==> config.mk <==
export PLATFORM = sky130hd
export DESIGN_NAME = sorted_address_table_insert
export DESIGN_NICKNAME = d
export VERILOG_FILES = /design/src/sv/sati_pkg.sv /design/src/sv/sati_cell.sv /design/src/sv/sati_chain.sv /design/src/sv/sorted_address_table_insert.sv
export SDC_FILE = /design/constraint.sdc
export NUM_CORES = 2
export LEC_CHECK = 0
export ABC_AREA = 1
export BUFFER_PORTS_ARGS = -buffer_cell sky130_fd_sc_hd__buf_4
export CORE_MARGIN = 2
export CORE_UTILIZATION = 40
export CTS_CLUSTER_DIAMETER = 40
export CTS_CLUSTER_SIZE = 12
export DETAILED_ROUTE_END_ITERATION = 16
export PLACE_DENSITY = 0.64
export SYNTH_ARGS = -nofsm -noshare
export SYNTH_HDL_FRONTEND = slang
export SYNTH_HIERARCHICAL = 1
export SYNTH_SLANG_ARGS = --single-unit
==> constraint.sdc <==
create_clock -name aclk -period 5.2 [get_ports aclk]
set_clock_uncertainty 0.1 [all_clocks]
set_input_delay 0.78 -clock aclk [delete_from_list [all_inputs] [get_ports aclk]]
set_output_delay 0.78 -clock aclk [all_outputs]
set_load 0.01 [all_outputs]
==> src/sv/sati_pkg.sv <==
`timescale 1ns / 1ps
// ----------------------------------------------------------------------------
// sati_pkg
// Shared constants for the sorted address table: default sizes and the
// packing of the stream payloads.
// ----------------------------------------------------------------------------
package sati_pkg;

    localparam int DEFAULT_TABLE_DEPTH   = 16;
    localparam int DEFAULT_ADDRESS_WIDTH = 32;

    // Input payload: break_address.
    localparam int IN_DATA_W  = 32;

    // Result payload: slot_index, already_present, table_full, zero fill.
    localparam int SLOT_W     = 4;
    localparam int OUT_DATA_W = 8;
    localparam int FOUND_BIT  = SLOT_W;
    localparam int FULL_BIT   = SLOT_W + 1;

endpackage

==> src/sv/sati_cell.sv <==
`timescale 1ns / 1ps
// ----------------------------------------------------------------------------
// sati_cell
// One slot of the sorted table: holds one address, compares it with the
// broadcast address and, on an insert, takes the new address or the entry of
// its upper neighbor.
// ----------------------------------------------------------------------------
module sati_cell #(
    parameter int ADDRESS_WIDTH = sati_pkg::DEFAULT_ADDRESS_WIDTH
) (
    input  logic                     aclk,
    input  logic                     load_en,
    input  logic                     occupied,
    input  logic [ADDRESS_WIDTH-1:0] key,
    input  logic [ADDRESS_WIDTH-1:0] prev_entry,
    input  logic                     prev_open,
    output logic [ADDRESS_WIDTH-1:0] entry,
    output logic                     open,
    output logic                     head,
    output logic                     match
);
    import sati_pkg::*;

    logic [ADDRESS_WIDTH-1:0] entry_reg;

    // A slot is open when the key belongs here or further up the table.
    // Because the table is sorted, the open slots form a suffix.
    assign open  = !(occupied && (entry_reg > key));
    assign head  = open && !prev_open;
    assign match = occupied && (entry_reg == key);
    assign entry = entry_reg;

    always_ff @(posedge aclk) begin
        if (load_en && open) begin
            entry_reg <= prev_open ? prev_entry : key;
        end
    end

endmodule

==> src/sv/sati_chain.sv <==
`timescale 1ns / 1ps
// ----------------------------------------------------------------------------
// sati_chain
// Row of table cells. Finds the slot of the key (match or insert point) and
// shifts the lower entries down by one slot on an insert.
// ----------------------------------------------------------------------------
module sati_chain #(
    parameter int TABLE_DEPTH   = sati_pkg::DEFAULT_TABLE_DEPTH,
    parameter int ADDRESS_WIDTH = sati_pkg::DEFAULT_ADDRESS_WIDTH,
    localparam int IDX_W        = (TABLE_DEPTH > 1) ? $clog2(TABLE_DEPTH) : 1,
    localparam int CNT_W        = $clog2(TABLE_DEPTH + 1)
) (
    input  logic                     aclk,
    input  logic                     load_en,
    input  logic [CNT_W-1:0]         count,
    input  logic [ADDRESS_WIDTH-1:0] key,
    output logic                     found,
    output logic [IDX_W-1:0]         pos
);
    import sati_pkg::*;

    logic [ADDRESS_WIDTH-1:0] entry [TABLE_DEPTH];
    logic [TABLE_DEPTH-1:0]   open;
    logic [TABLE_DEPTH-1:0]   head;
    logic [TABLE_DEPTH-1:0]   match;

    for (genvar i = 0; i < TABLE_DEPTH; i++) begin : g_cell
        logic [ADDRESS_WIDTH-1:0] prev_entry;
        logic                     prev_open;

        if (i == 0) begin : g_first
            assign prev_entry = key;
            assign prev_open  = 1'b0;
        end else begin : g_rest
            assign prev_entry = entry[i-1];
            assign prev_open  = open[i-1];
        end

        sati_cell #(
            .ADDRESS_WIDTH (ADDRESS_WIDTH)
        ) u_cell (
            .aclk       (aclk),
            .load_en    (load_en),
            .occupied   (CNT_W'(i) < count),
            .key        (key),
            .prev_entry (prev_entry),
            .prev_open  (prev_open),
            .entry      (entry[i]),
            .open       (open[i]),
            .head       (head[i]),
            .match      (match[i])
        );
    end

    assign found = |match;

    // At most one cell is the head of the open suffix; a found key sits
    // exactly there, since every slot before it holds a larger address.
    always_comb begin
        pos = '0;
        for (int i = 0; i < TABLE_DEPTH; i++) begin
            if (head[i]) begin
                pos = pos | IDX_W'(i);
            end
        end
    end

endmodule

==> src/sv/sorted_address_table_insert.sv <==
`timescale 1ns / 1ps
// ----------------------------------------------------------------------------
// sorted_address_table_insert
// Table of distinct addresses kept sorted by decreasing value.
// ----------------------------------------------------------------------------
// Each transfer on the s_axis channel brings one address. The block looks it
// up in a row of compare cells: if it is present, the result carries its slot
// with already_present set; otherwise it is inserted before the first smaller
// address, the later entries move down one slot and the result carries the
// new slot. An absent address arriving at a full table leaves the table as it
// is and returns slot 0 with table_full set.
// Exactly one result transfer leaves on m_axis for each input transfer, in the
// cycle after acceptance, from an output register. Search, shift and count
// update all complete on acceptance, so a new address is accepted every cycle
// as long as the result is taken.
// When the receiver stalls, the result register holds and s_axis_tready stays
// low until the result is taken; the next input is then accepted in the same
// cycle the held result leaves.
// Reset empties the table (entry count zero) and drops the output valid; the
// block accepts input in the first cycle after reset.
// ----------------------------------------------------------------------------
module sorted_address_table_insert #(
    parameter int TABLE_DEPTH   = sati_pkg::DEFAULT_TABLE_DEPTH,
    parameter int ADDRESS_WIDTH = sati_pkg::DEFAULT_ADDRESS_WIDTH
) (
    input  logic                            aclk,
    input  logic                            aresetn,
    input  logic                            s_axis_tvalid,
    output logic                            s_axis_tready,
    // [31:0] break_address
    input  logic [sati_pkg::IN_DATA_W-1:0]  s_axis_tdata,
    output logic                            m_axis_tvalid,
    input  logic                            m_axis_tready,
    // [3:0] slot_index, [4] already_present, [5] table_full, [7:6] zero
    output logic [sati_pkg::OUT_DATA_W-1:0] m_axis_tdata
);
    import sati_pkg::*;

    localparam int IDX_W = (TABLE_DEPTH > 1) ? $clog2(TABLE_DEPTH) : 1;
    localparam int CNT_W = $clog2(TABLE_DEPTH + 1);

    logic [CNT_W-1:0]      count_reg;
    logic [CNT_W-1:0]      count_next;
    logic                  m_tvalid_reg;
    logic                  m_tvalid_next;
    logic [OUT_DATA_W-1:0] m_tdata_reg;
    logic [OUT_DATA_W-1:0] m_tdata_next;

    logic                     in_xfer;
    logic [IN_DATA_W+63:0]    data_ext;
    logic [ADDRESS_WIDTH-1:0] key;
    logic                     found;
    logic [IDX_W-1:0]         pos;
    logic [IDX_W+SLOT_W-1:0]  pos_ext;
    logic                     is_full;
    logic                     reject;
    logic                     insert_en;

    assign s_axis_tready = !m_tvalid_reg || m_axis_tready;
    assign in_xfer       = s_axis_tvalid && s_axis_tready;

    // Input bits above the address width are ignored; a wider address is
    // zero extended.
    assign data_ext = {64'd0, s_axis_tdata};
    assign key      = data_ext[ADDRESS_WIDTH-1:0];

    assign is_full   = (count_reg == CNT_W'(TABLE_DEPTH));
    assign reject    = !found && is_full;
    assign insert_en = in_xfer && !found && !is_full;

    sati_chain #(
        .TABLE_DEPTH   (TABLE_DEPTH),
        .ADDRESS_WIDTH (ADDRESS_WIDTH)
    ) u_chain (
        .aclk    (aclk),
        .load_en (insert_en),
        .count   (count_reg),
        .key     (key),
        .found   (found),
        .pos     (pos)
    );

    assign pos_ext = {{SLOT_W{1'b0}}, pos};

    always_comb begin
        count_next    = count_reg;
        m_tvalid_next = m_tvalid_reg;
        m_tdata_next  = m_tdata_reg;
        if (m_axis_tready) begin
            m_tvalid_next = 1'b0;
        end
        if (insert_en) begin
            count_next = count_reg + CNT_W'(1);
        end
        if (in_xfer) begin
            m_tvalid_next                = 1'b1;
            m_tdata_next                 = '0;
            m_tdata_next[SLOT_W-1:0]     = reject ? '0 : pos_ext[SLOT_W-1:0];
            m_tdata_next[FOUND_BIT]      = found;
            m_tdata_next[FULL_BIT]       = reject;
        end
    end

    always_ff @(posedge aclk) begin
        if (!aresetn) begin
            count_reg    <= '0;
            m_tvalid_reg <= 1'b0;
        end else begin
            count_reg    <= count_next;
            m_tvalid_reg <= m_tvalid_next;
        end
        m_tdata_reg <= m_tdata_next;
    end

    assign m_axis_tvalid = m_tvalid_reg;
    assign m_axis_tdata  = m_tdata_reg;

    // The entry count never passes the table depth.
    a_count_bound: assert property (@(posedge aclk) disable iff (!aresetn)
        count_reg <= CNT_W'(TABLE_DEPTH))
        else $error("entry count exceeds table depth");

    // A rejected or found address leaves the entry count unchanged.
    a_count_hold: assert property (@(posedge aclk) disable iff (!aresetn)
        in_xfer && (found || is_full) |=> $stable(count_reg))
        else $error("entry count changed without an insert");

    // Every accepted address yields a result in the next cycle.
    a_result_follows: assert property (@(posedge aclk) disable iff (!aresetn)
        in_xfer |=> m_axis_tvalid)
        else $error("no result after an accepted transfer");

    // A result is never both found and rejected.
    a_flags_exclusive: assert property (@(posedge aclk) disable iff (!aresetn)
        m_axis_tvalid |-> !(m_axis_tdata[FOUND_BIT] && m_axis_tdata[FULL_BIT]))
        else $error("already_present and table_full both set");

endmodule
==> results.cfg <==
[run_status]
status = finished clean

[global_route]
overflow = 0
grt_max_degree = 64
grt_use_met2 = 0.2831
grt_pass1_vias = 25900
gr-max-usage-layer = met2
use_met1 = 0.2257
antenna_found_initial = 0
met3_usage = 0.02751
grt_use_total = 0.1686
grt_pass1_wl_mm = 128.6

[route]
drc = 0
wirelength_mm = 77.21
viasPerCell = 4.807
wl_per_cell_um = 14.04
detail_route.iter0.violations = 1522
drt_pass1_iterations = 5
vias = 26430
ant_nets = 0

[worst_setup_path]
startpoint = s_axis_tdata[7]
cp_slowest_cell = buf_4
regToRegEndpoint = u_chain/g_cell[14].u_cell/entry[24]
critPathTopFamily = simple AND/OR/NAND/NOR gates
r2r_slack_ns = 1.50
critPathMaxFanout = 32
cp-start-kind = primary input
reg2reg_from = u_chain/g_cell[0].u_cell/entry[7]
crit_arrival_ns = 3.97
end_kind = register
cp_cell_sequence = buf_4 -> inv_1 -> ha_1 -> nand2_1 -> nor2_2 -> nand4_1 -> nor2_2 -> nand2_1 -> nor2_1 -> nor2_1 -> nand2_1 -> nor2_1 -> nand2_1 -> inv_1 -> nand3_2 -> nor2_4 -> inv_1 -> a21oi_4 -> buf_4
critPathKind = primary input to register
cp_common_cell = nand2_1
cp.required_ns = 5.36
critPathBufInv = 5
max_stage_delay_ns = 0.44
reg2reg_depth = 17
cp.depth = 19
critPathCapture = u_chain/g_cell[14].u_cell/entry[24]

[layout]
layout-drive-gt1-share = 0.1161
synthToLayoutAreaGrowth_pct = 13.70
largest_reg_flops = 512
n_antenna_cell = 0
fin_util = 0.4572
fin_nets = 4793

[power_and_ir_drop]
power.total_w = 0.01476
power.density_mw_per_mm2 = 360.4
p_leak_nw = 19.82
ir_drop_mv = 0.2322

[floorplanning]
die_h_um = 304.1
row_count = 110
initial_core_util = 0.4021
core_area_mm2 = 0.08960
pin_count = 46
dieArea_mm2 = 0.09249
die_x_um = 304.1

[clock_tree]
clkTransAtPathRegs_ns = 0.05
insertion_delay_ns = 0.64
cts_made_buffers = 92
numClockSinks = 524
hold_buffers = 0
cts_resized = 0
cts_tree = done
post_cts_buffers = 0
htree_levels = 3
clockBufferDepth = 3
cts_root_buf = clkbuf_16

[timing]
worst_slew_pin_slew_ns = 0.5967
setup_ws_ns = 1.389
fin_setup_tns_ns = 0
final_hold_viol_count = 0
setup_viol = 0
slew_headroom = 0.5980
fin_crit_sh = 0.7328
fmax_mhz = 262.4
fin_crit_ns = 3.811
final-max-slew-violation-count = 0
rsz0062_at_grt = no

[synthesis]
yosys_warnings = 6
synth_cells = 4177
synthesis.area_mm2 = 0.03603
syn_avg_cell_area_um2 = 8.625

[min_path]
min_path_type = primary input to register

[flow_run]
cap_violations = 0

[placement]
place_ws_ns = 0.8018
dp_hpwl_mm = 59.37
place_congestion = 0.8399
port_buffers = 43
-- layout make-up --
type / instances / area (um2)
clock buffer: 103 / 2385
clock inverter: 70 / 724.4
fill: 8572 / 48630
inverter: 699 / 2624
multi-input combinational: 2841 / 17450
sequential: 524 / 15680
tap: 1176 / 1471
timing repair buffer: 85 / 638.1
-- how the worst min path moves through the flow --
stage / start / to / slack, ns / depth (start not counted)
after floorplan: u_chain/g_cell[9].u_cell/entry[30] / u_chain/g_cell[10].u_cell/entry[30] / 0.43 / 2
after global placement: u_chain/g_cell[12].u_cell/entry[18] / u_chain/g_cell[13].u_cell/entry[18] / 0.44 / 2
after detailed placement: u_chain/g_cell[0].u_cell/entry[31] / u_chain/g_cell[1].u_cell/entry[31] / 0.45 / 2
after CTS: aresetn / count_reg[1] / 0.30 / 3
after global routing: aresetn / count_reg[1] / 0.32 / 3
final: aresetn / count_reg[1] / 0.35 / 3
-- worst register-to-register path, delay by kind of cell (launching register included) --
| kind | cells | cell delay, ns |
|---|---|---|
| compound gates | 1 | 0.14 |
| buf+inv | 3 | 0.79 |
| flops | 1 | 0.41 |
| fa+ha+maj | 1 | 0.31 |
| simple gates | 12 | 1.57 |
-- layer usage --
layer  part of all wire  wire length [um]  vias to the layer above
li1                   -                 -                    14050
met1               0.47             36650                    11820
met2               0.46             35400                      440
met3              0.045              3475                      113
met4              0.022              1692                        0
met5                  0                 0                        -
-- layout by cell type (no fill, tap or decap), types with 46 or more instances in the layout --
cell type	instances
o21ai_0	530
ha_1	514
nand2_1	1110
inv_2	50
buf_4	85
inv_1	649
clkbuf_16	93
a21oi_1	224
edfxtp_1	518
nor2_1	153
nor2_2	65
nand2_2	46
-- power breakdown --
group | leakage [nW] | switching [W] | internal, W
Clock | 1.52 | 0.00218 | 0.00387
Sequential | 5.02 | 0.000296 | 0.00547
Combinational | 13.3 | 0.00188 | 0.00107
Total | 19.8 | 0.00435 | 0.0104
-- stage by stage --
step	cell area (um2)	instances	hold WS, ns
2_1_floorplan	36030	4178	0.4263
3_3_place_gp	37860	5325	0.4396
3_5_place_dp	37860	5325	0.4474
4_1_cts	40970	5498	0.3015
5_1_grt	40970	5498	0.3200
6_report	40970	5498	0.3505
(Power assumes the default switching activity.)
